$ cat src/design/sct_pkg.sv
// ----------------------------------------------------------------------------
// sct_pkg
// Types, codes and the per-byte lexing step for the source code tokenizer.
// ----------------------------------------------------------------------------
package sct_pkg;

  typedef enum logic [2:0] {
    MODE_IDLE,
    MODE_NUM,
    MODE_NUMDOT,
    MODE_WORD,
    MODE_STR,
    MODE_PLUS,
    MODE_MINUS,
    MODE_DISCARD
  } mode_t;

  localparam logic [1:0] EV_CHAR = 2'd0;
  localparam logic [1:0] EV_END  = 2'd1;
  localparam logic [1:0] EV_ERR  = 2'd2;

  localparam logic [4:0] K_NUMBER     = 5'd0;
  localparam logic [4:0] K_WORD       = 5'd1;
  localparam logic [4:0] K_STRING     = 5'd2;
  localparam logic [4:0] K_PLUSPLUS   = 5'd3;
  localparam logic [4:0] K_PLUS       = 5'd4;
  localparam logic [4:0] K_MINUSMINUS = 5'd5;
  localparam logic [4:0] K_MINUS      = 5'd6;
  localparam logic [4:0] K_STAR       = 5'd7;
  localparam logic [4:0] K_SLASH      = 5'd8;
  localparam logic [4:0] K_PERCENT    = 5'd9;
  localparam logic [4:0] K_ASSIGN     = 5'd10;
  localparam logic [4:0] K_LPAREN     = 5'd11;
  localparam logic [4:0] K_RPAREN     = 5'd12;
  localparam logic [4:0] K_LBRACE     = 5'd13;
  localparam logic [4:0] K_RBRACE     = 5'd14;
  localparam logic [4:0] K_COMMA      = 5'd15;
  localparam logic [4:0] K_SEMI       = 5'd16;
  localparam logic [4:0] K_EOP        = 5'd17;
  localparam logic [4:0] K_NONE       = 5'd0;

  localparam logic ERR_DOT    = 1'b0;
  localparam logic ERR_STRING = 1'b1;

  localparam logic [7:0] CH_NUL   = 8'h00;
  localparam logic [7:0] CH_DOT   = 8'h2e;
  localparam logic [7:0] CH_QUOTE = 8'h22;
  localparam logic [7:0] CH_PLUS  = 8'h2b;
  localparam logic [7:0] CH_MINUS = 8'h2d;
  localparam logic [7:0] CH_UNDER = 8'h5f;

  typedef struct packed {
    logic [1:0] event_res;
    logic [4:0] token_kind;
    logic [7:0] char_value;
    logic       error_code;
    logic       last;
  } res_t;

  typedef struct packed {
    logic  emit;
    res_t  res;
    mode_t mode;
  } idle_t;

  typedef struct packed {
    logic [1:0] count;
    res_t       r0;
    res_t       r1;
    mode_t      mode;
  } step_t;

  function automatic logic is_dig(logic [7:0] c);
    return (c >= 8'h30) && (c <= 8'h39);
  endfunction

  function automatic logic is_alpha(logic [7:0] c);
    return ((c >= 8'h61) && (c <= 8'h7a)) || ((c >= 8'h41) && (c <= 8'h5a)) ||
           (c == CH_UNDER);
  endfunction

  function automatic logic [4:0] single_op(logic [7:0] c);
    logic [4:0] k;
    case (c)
      8'h2a:   k = K_STAR;
      8'h2f:   k = K_SLASH;
      8'h25:   k = K_PERCENT;
      8'h3d:   k = K_ASSIGN;
      8'h28:   k = K_LPAREN;
      8'h29:   k = K_RPAREN;
      8'h7b:   k = K_LBRACE;
      8'h7d:   k = K_RBRACE;
      8'h2c:   k = K_COMMA;
      8'h3b:   k = K_SEMI;
      default: k = K_NONE;
    endcase
    return k;
  endfunction

  function automatic res_t mk_res(logic [1:0] ev, logic [4:0] kind, logic [7:0] ch,
                                  logic err);
    res_t r;
    r.event_res  = ev;
    r.token_kind = kind;
    r.char_value = ch;
    r.error_code = err;
    r.last       = 1'b0;
    return r;
  endfunction

  // byte seen with no token open
  function automatic idle_t from_idle(logic [7:0] c);
    idle_t      d;
    logic [4:0] k;
    k      = single_op(c);
    d.emit = 1'b0;
    d.res  = '0;
    d.mode = MODE_IDLE;
    if (c == CH_NUL) begin
      d.emit = 1'b1;
      d.res  = mk_res(EV_END, K_EOP, CH_NUL, 1'b0);
    end else if (c == CH_QUOTE) begin
      d.mode = MODE_STR;
    end else if (is_dig(c)) begin
      d.emit = 1'b1;
      d.res  = mk_res(EV_CHAR, K_NONE, c, 1'b0);
      d.mode = MODE_NUM;
    end else if (c == CH_PLUS) begin
      d.mode = MODE_PLUS;
    end else if (c == CH_MINUS) begin
      d.mode = MODE_MINUS;
    end else if (k != K_NONE) begin
      d.emit = 1'b1;
      d.res  = mk_res(EV_END, k, CH_NUL, 1'b0);
    end else if (is_alpha(c)) begin
      d.emit = 1'b1;
      d.res  = mk_res(EV_CHAR, K_NONE, c, 1'b0);
      d.mode = MODE_WORD;
    end
    return d;
  endfunction

  function automatic step_t lex_step(mode_t mode, logic [7:0] c);
    step_t s;
    idle_t d;
    d       = from_idle(c);
    s.count = 2'd0;
    s.r0    = '0;
    s.r1    = '0;
    s.mode  = mode;
    case (mode)
      MODE_NUM: begin
        if (is_dig(c)) begin
          s.count = 2'd1;
          s.r0    = mk_res(EV_CHAR, K_NONE, c, 1'b0);
        end else if (c == CH_DOT) begin
          s.count = 2'd1;
          s.r0    = mk_res(EV_CHAR, K_NONE, c, 1'b0);
          s.mode  = MODE_NUMDOT;
        end else begin
          s.r0    = mk_res(EV_END, K_NUMBER, CH_NUL, 1'b0);
          s.r1    = d.res;
          s.count = d.emit ? 2'd2 : 2'd1;
          s.mode  = d.mode;
        end
      end
      MODE_NUMDOT: begin
        s.count = 2'd1;
        if (is_dig(c)) begin
          s.r0   = mk_res(EV_CHAR, K_NONE, c, 1'b0);
          s.mode = MODE_NUM;
        end else begin
          s.r0   = mk_res(EV_ERR, K_NONE, CH_NUL, ERR_DOT);
          s.mode = (c == CH_NUL) ? MODE_IDLE : MODE_DISCARD;
        end
      end
      MODE_WORD: begin
        if (is_alpha(c) || is_dig(c)) begin
          s.count = 2'd1;
          s.r0    = mk_res(EV_CHAR, K_NONE, c, 1'b0);
        end else begin
          s.r0    = mk_res(EV_END, K_WORD, CH_NUL, 1'b0);
          s.r1    = d.res;
          s.count = d.emit ? 2'd2 : 2'd1;
          s.mode  = d.mode;
        end
      end
      MODE_STR: begin
        s.count = 2'd1;
        if (c == CH_QUOTE) begin
          s.r0   = mk_res(EV_END, K_STRING, CH_NUL, 1'b0);
          s.mode = MODE_IDLE;
        end else if (c == CH_NUL) begin
          s.r0   = mk_res(EV_ERR, K_NONE, CH_NUL, ERR_STRING);
          s.mode = MODE_IDLE;
        end else begin
          s.r0 = mk_res(EV_CHAR, K_NONE, c, 1'b0);
        end
      end
      MODE_PLUS: begin
        if (c == CH_PLUS) begin
          s.count = 2'd1;
          s.r0    = mk_res(EV_END, K_PLUSPLUS, CH_NUL, 1'b0);
          s.mode  = MODE_IDLE;
        end else begin
          s.r0    = mk_res(EV_END, K_PLUS, CH_NUL, 1'b0);
          s.r1    = d.res;
          s.count = d.emit ? 2'd2 : 2'd1;
          s.mode  = d.mode;
        end
      end
      MODE_MINUS: begin
        if (c == CH_MINUS) begin
          s.count = 2'd1;
          s.r0    = mk_res(EV_END, K_MINUSMINUS, CH_NUL, 1'b0);
          s.mode  = MODE_IDLE;
        end else begin
          s.r0    = mk_res(EV_END, K_MINUS, CH_NUL, 1'b0);
          s.r1    = d.res;
          s.count = d.emit ? 2'd2 : 2'd1;
          s.mode  = d.mode;
        end
      end
      MODE_DISCARD: begin
        if (c == CH_NUL) begin
          s.mode = MODE_IDLE;
        end
      end
      default: begin
        s.r0    = d.res;
        s.count = d.emit ? 2'd1 : 2'd0;
        s.mode  = d.mode;
      end
    endcase
    if (s.count == 2'd1) begin
      s.r0.last = 1'b1;
    end
    if (s.count == 2'd2) begin
      s.r1.last = 1'b1;
    end
    return s;
  endfunction

endpackage

$ cat src/design/source_code_tokenizer_unit.sv
// ----------------------------------------------------------------------------
// source_code_tokenizer_unit
// Streaming lexer for a small C-like language, one source byte per transfer.
// ----------------------------------------------------------------------------
// Input channel text_valid/text_stall/text_byte carries one source byte per
// transfer; a zero byte ends a text. Output channel res_valid/res_stall carries
// result items: token characters, token ends with their kind, and errors.
// A byte may cause zero, one or two results; last marks the final one.
// Each byte taken is held in the input register, lexed combinationally, and
// written into the result queue, whose head drives the outputs.
// Throughput: one byte per cycle while res_stall stays low. The two-entry
// result queue drains one result per cycle while res_stall is low, so a byte
// that causes two results can hold off input until both fit in the queue.
// When res_stall is high the queue fills, and once it has no room for the
// next byte's results text_stall rises; no result is dropped.
// Reset clears the lexing mode to idle and empties the input register and
// the result queue.
// ----------------------------------------------------------------------------
module source_code_tokenizer_unit (
  input  logic       clk,
  input  logic       rst,
  input  logic       text_valid,
  output logic       text_stall,
  input  logic [7:0] text_byte,
  output logic       res_valid,
  input  logic       res_stall,
  output logic [1:0] event_res,
  output logic [4:0] token_kind,
  output logic [7:0] char_value,
  output logic       error_code,
  output logic       last
);

  logic                 in_v;
  logic [7:0]           in_byte;
  sct_pkg::mode_t       mode;
  sct_pkg::mode_t       mode_next;
  sct_pkg::step_t       step;
  sct_pkg::res_t        q [2];
  sct_pkg::res_t        q_next [2];
  logic [1:0]           cnt;
  logic [1:0]           cnt_next;
  logic [1:0]           free;
  logic [1:0]           base;
  logic                 pop;
  logic                 fire;

  always_comb begin
    step = sct_pkg::lex_step(mode, in_byte);
  end

  assign pop        = (cnt != 2'd0) && !res_stall;
  assign free       = 2'd2 - cnt + {1'b0, pop};
  assign fire       = in_v && (step.count <= free);
  assign text_stall = in_v && !fire;
  assign base       = cnt - {1'b0, pop};

  always_comb begin
    mode_next = fire ? step.mode : mode;
  end

  always_comb begin
    cnt_next  = base + (fire ? step.count : 2'd0);
    q_next[0] = pop ? q[1] : q[0];
    q_next[1] = q[1];
    if (fire) begin
      case (step.count)
        2'd1: begin
          q_next[base[0]] = step.r0;
        end
        2'd2: begin
          q_next[0] = step.r0;
          q_next[1] = step.r1;
        end
        default: begin
        end
      endcase
    end
  end

  always_ff @(posedge clk) begin
    if (rst) begin
      in_v <= 1'b0;
      cnt  <= 2'd0;
      mode <= sct_pkg::MODE_IDLE;
    end else begin
      if (!text_stall) begin
        in_v <= text_valid;
      end
      cnt  <= cnt_next;
      mode <= mode_next;
    end
  end

  always_ff @(posedge clk) begin
    if (text_valid && !text_stall) begin
      in_byte <= text_byte;
    end
    q[0] <= q_next[0];
    q[1] <= q_next[1];
  end

  assign res_valid  = (cnt != 2'd0);
  assign event_res  = q[0].event_res;
  assign token_kind = q[0].token_kind;
  assign char_value = q[0].char_value;
  assign error_code = q[0].error_code;
  assign last       = q[0].last;

  a_cnt_bound: assert property (@(posedge clk) disable iff (rst)
    cnt <= 2'd2)
    else $error("result queue overfilled");

  a_pair_fills: assert property (@(posedge clk) disable iff (rst)
    fire && (step.count == 2'd2) |=> cnt == 2'd2)
    else $error("two-result byte did not fill the queue");

  a_discard_quiet: assert property (@(posedge clk) disable iff (rst)
    in_v && (mode == sct_pkg::MODE_DISCARD) |-> step.count == 2'd0)
    else $error("result produced while discarding");

  a_err_no_kind: assert property (@(posedge clk) disable iff (rst)
    res_valid && (event_res == sct_pkg::EV_ERR) |-> token_kind == sct_pkg::K_NONE)
    else $error("error result carries a kind");

  a_stall_holds_byte: assert property (@(posedge clk) disable iff (rst)
    text_stall |=> $stable(in_byte) && in_v)
    else $error("held byte lost while stalling");

endmodule
$ cat config.mk
export PLATFORM = sky130hd
export DESIGN_NAME = source_code_tokenizer_unit
export DESIGN_NICKNAME = d
export VERILOG_FILES = /design/src/design/sct_pkg.sv /design/src/design/source_code_tokenizer_unit.sv
export SDC_FILE = /design/constraint.sdc
export NUM_CORES = 1
export LEC_CHECK = 0
export ABC_AREA = 1
export BUFFER_PORTS_ARGS = -buffer_cell sky130_fd_sc_hd__buf_2
export CAP_MARGIN = 20
export CELL_PAD_IN_SITES_DETAIL_PLACEMENT = 1
export CELL_PAD_IN_SITES_GLOBAL_PLACEMENT = 1
export CORE_MARGIN = 2
export CORE_UTILIZATION = 45
export CTS_BUF_LIST = sky130_fd_sc_hd__clkbuf_8
export DETAILED_ROUTE_END_ITERATION = 16
export PLACE_DENSITY = 0.85
export SYNTH_ARGS = -nofsm -noshare
export SYNTH_HDL_FRONTEND = slang
export SYNTH_SLANG_ARGS = --single-unit
export TNS_END_PERCENT = 1
$ cat constraint.sdc
create_clock -name clk -period 4.3 [get_ports clk]
set_input_delay 0.645 -clock clk [delete_from_list [all_inputs] [get_ports clk]]
set_output_delay 0.645 -clock clk [all_outputs]
set_load 0.1 [all_outputs]
==> results.md <==
Die:
- The overall die area is 8661 um^2.
- The effective utilization at floorplan is between 40% and 50%.
- The floorplan has 32 rows.
- After floorplanning, the core was sized to cover 7687 um^2.
- During I/O placement, the number of pins put on the boundary was 31.
- The die is around 93 um tall.
- The die outline width is approximately 93 um.

Setup path:
- The worst setup path is launched from a flip-flop.
- Data on the critical path arrives at its endpoint at 3410 ps.
- The largest driver fanout on the critical path is 10.
- The worst setup path is of the flip-flop to output port kind.
- STA classifies the critical path endpoint as an output port.
- At the worst endpoint, the required time is 3650 ps.

Timing:
- The share of the clock period used by the worst path is 94.23%.
- Setup repair after global routing left no endpoint under its margin.
- The count of final setup violators is 0.
- Hold is met by 497.8 ps.
- The fmax is between 200 and 250 MHz.
- The worst pin sits at a relative slew slack of 63.63%.
- Summed over all failing endpoints, the final setup total negative slack is 0 ps.
- The maximum clock skew at final layout is a little under 9 ps.
- The final hold violation count was 0.
- The number of max-slew violations in the final report is 0.
- The pin slew with the least headroom to its limit is 541.3 ps.
- The routed design could run at a clock period as short as 4052 ps.

Clock tree:
- The root buffer cell chosen for the clock tree is sky130_fd_sc_hd__clkbuf_8.
- The clock-pin slew reported for the worst setup and hold paths after clock tree synthesis is between 100 and 150 ps.
- At the later pin of the worst-skew pair, clock insertion delay measures 310 ps.
- The H-tree depth reported by CTS is 2.
- The count of hold-fix buffers inserted at cts is 0.
- The tree built by TritonCTS fans out to 48 sinks.
- The buffer levels on the longest clock path is 2.
- TritonCTS built the clock tree.
- The total clock buffers created by CTS is 5.

Job:
- The tool flagged a number of max-cap violations equal to 0.

Detailed routing:
- The number of vias per cell after detailed routing is 5.421.
- Once detail routing completed, the nets flagged for antenna violations numbered 0.
- The number of detailed-route iterations in the first pass is 5.
- Summed over all layers, the routed wires come to 11.70 mm.
- In the final routed layout, each cell accounts on average for around 18 um.
- The post-detailed-route DRC marker count is 0.
- The initial detailed-routing violation count is 218.
- The count of vias placed by the detailed router is between 3000 and 4000.

Logic synthesis:
- Averaged over all synthesized cells, the footprint is 6.825 um^2.
- The async set or reset register ratio after synthesis is 0%.
- Summed over its instances, the top area cell type makes up 21.03% of the synthesized netlist area.
- The largest total area in the synthesized netlist belongs to sky130_fd_sc_hd__edfxtp_1.
- In this run, synthesis produced a sequential element count of 48.
- Yosys attributes the largest share of cell area to sky130_fd_sc_hd__edfxtp_1 21%, sky130_fd_sc_hd__nand2_1 17%, sky130_fd_sc_hd__dfxtp_1 13%.
- When the netlist entered floorplanning its net count stood at 541.
- The top flip-flop cell by instance count after synthesis is sky130_fd_sc_hd__edfxtp_1.
- The Yosys warning count is 0.
- The synthesized design contains 25 enable-type register cells.
- The synthesized instance count is 523.
- The sequential-to-total area share from yosys stat is 33.93%.
- After synthesis, the netlist uses 39 different library cells.
- The mapped cell area is between 3000 and 4000 um^2.

GRT:
- The overflow left after global routing is 0.
- The first global-routing pass estimated 19.02 mm of wire.
- Entering global routing, the biggest net connects 26 pins.
- The total routing usage reported by global routing is approximately 28%.
- The via count of the first global-routing pass is ~3700.
- The number of antenna violations at the first check in global routing was 0.

Power and ir drop:
- Power spread over the standard cell area amounts to 697.9 nW/um^2.
- For this design the static power due to leakage is approximately 0.0020 uW.
- The worst vdd rail ir drop is 0.2046 mV.

Cells and area:
- Relative to the synthesized area, the layout overhead comes to 13.07%.
- The proportion of layout cells with a drive suffix above 1 is between 20% and 30%.
- After the last flow step, the layout net total stands at just under 600.
- In the layout the commonest cells are 161 x sky130_fd_sc_hd__nand2_1, 61 x sky130_fd_sc_hd__inv_1, 48 x sky130_fd_sc_hd__nor2_1, 39 x sky130_fd_sc_hd__nand3_1, 29 x sky130_fd_sc_hd__buf_2.
- The number of antenna cells inserted is 0.
- Leaving out fill and tap cells, the most frequent cell in the layout is sky130_fd_sc_hd__nand2_1.

Hold path:
- The min-delay analysis places its worst path in the category primary input to flip-flop.

Placed design:
- Detailed placement finished with a half-perimeter wire length of 9.016 mm.
- At the end of routability-driven placement, the weighted congestion stood at about 0.92.
- The number of input and output port buffers inserted is 30.

Status:
- The run finished with clean final reports.
[critical path, cell delays in order, from the launching register on]
cell and delay (ps):
sky130_fd_sc_hd__edfxtp_1 520, sky130_fd_sc_hd__nor2_2 180, sky130_fd_sc_hd__nand3_1 120, sky130_fd_sc_hd__nand2_1 80, sky130_fd_sc_hd__clkinv_1 90, sky130_fd_sc_hd__nand2_4 100, sky130_fd_sc_hd__nand2_4 100, sky130_fd_sc_hd__nor2_4 90
sky130_fd_sc_hd__nand2_2 60, sky130_fd_sc_hd__o211ai_1 230, sky130_fd_sc_hd__o21ai_2 110, sky130_fd_sc_hd__ha_1 300, sky130_fd_sc_hd__or2_2 330, sky130_fd_sc_hd__or2_4 300, sky130_fd_sc_hd__nand2_4 90, sky130_fd_sc_hd__inv_1 60
sky130_fd_sc_hd__nor2_4 130, sky130_fd_sc_hd__buf_12 190
[sequential cells by signal, indices dropped and copies added (netlist names)]
signal,count
cnt,2
in_byte,8
q,34
mode,3
in_v,1
[path summary, 6_finish.rpt]
kind	cells after the start	startpoint	to	slack, ps
setup / recovery	17	in_byte[2]	text_stall	250
hold / removal	1	text_byte[2]	in_byte[2]	500
setup reg to reg	22	in_byte[2]	cnt[1]	620
hold reg to reg	4	q[0][6]	q[0][6]	560
[through the flow]
step | power [uW] | utilization (%) | worst slack [ps] | std cells | area, um^2
6_report | 2817 | 52.51 | 248.0 | 662 | 4036
3_5_place_dp | 2347 | 48.78 | 206.9 | 637 | 3750
3_3_place_gp | 2291 | 48.78 | 294.7 | 637 | 3750
5_1_grt | 2992 | 52.51 | 62.57 | 662 | 4036
4_1_cts | 2793 | 51.63 | 58.85 | 654 | 3969
2_1_floorplan | 2032 | - | 98.32 | 523 | 3570
[report_power, final]
part	switching [uW]	total (uW)	internal (uW)	leakage [uW]
Clock	180	415	235	0.0000687
Combinational	1290	1710	416	0.00146
Sequential	66.2	693	627	0.000429
[synthesized netlist by cell type, types with 4 or more instances]
master                       n
sky130_fd_sc_hd__nand4_1    14
sky130_fd_sc_hd__nand2_1   162
sky130_fd_sc_hd__a31oi_1     4
sky130_fd_sc_hd__nand3_1    39
sky130_fd_sc_hd__inv_2       7
sky130_fd_sc_hd__buf_4      18
sky130_fd_sc_hd__ha_1        6
sky130_fd_sc_hd__o21ai_1     4
sky130_fd_sc_hd__o22ai_1     5
sky130_fd_sc_hd__nand2_2     7
sky130_fd_sc_hd__o211ai_1    5
sky130_fd_sc_hd__dfxtp_1    23
sky130_fd_sc_hd__clkbuf_1    5
sky130_fd_sc_hd__o21ai_0    25
sky130_fd_sc_hd__a21oi_1    14
sky130_fd_sc_hd__nand2_4     6
sky130_fd_sc_hd__nor3_1      5
sky130_fd_sc_hd__nor2_1     50
sky130_fd_sc_hd__nor2_4      5
sky130_fd_sc_hd__inv_1      61
sky130_fd_sc_hd__edfxtp_1   25
sky130_fd_sc_hd__nor2_2      4
[repair_timing]
action,in CTS,in global routing
gates resized for setup,5,3
buffers inserted,9,8
setup endpoints to repair,1,1
pin swaps,1,5
[cell families (layout without fill, tap and decap cells)]
group,count (synthesis),in the layout,share of synthesized area (%)
AO/OA/AOI/OAI,66,66,11.01
XOR/XNOR,3,3,0.7362
adder cells (fa/ha/maj),6,6,2.103
buffers and inverters,100,137,12.97
flip-flops,48,48,33.93
AND/OR/NAND/NOR,300,300,39.26
[per-layer routing]
metal,GRT usage [%],routed length (um)
met5,0,0
met2,50.06,5731
met4,6.373,181
met3,3.143,636
met1,36.55,5146
[cell type report]
class | instances | area (um^2)
clock buffer | 5 | 68.82
clock inverter | 3 | 68.82
fill | 1058 | 3651
inverter | 71 | 270.3
multi-input combinational | 375 | 1914
sequential | 48 | 1211
tap | 102 | 127.6
timing repair buffer | 58 | 375.4
(Power assumes the default switching activity.)
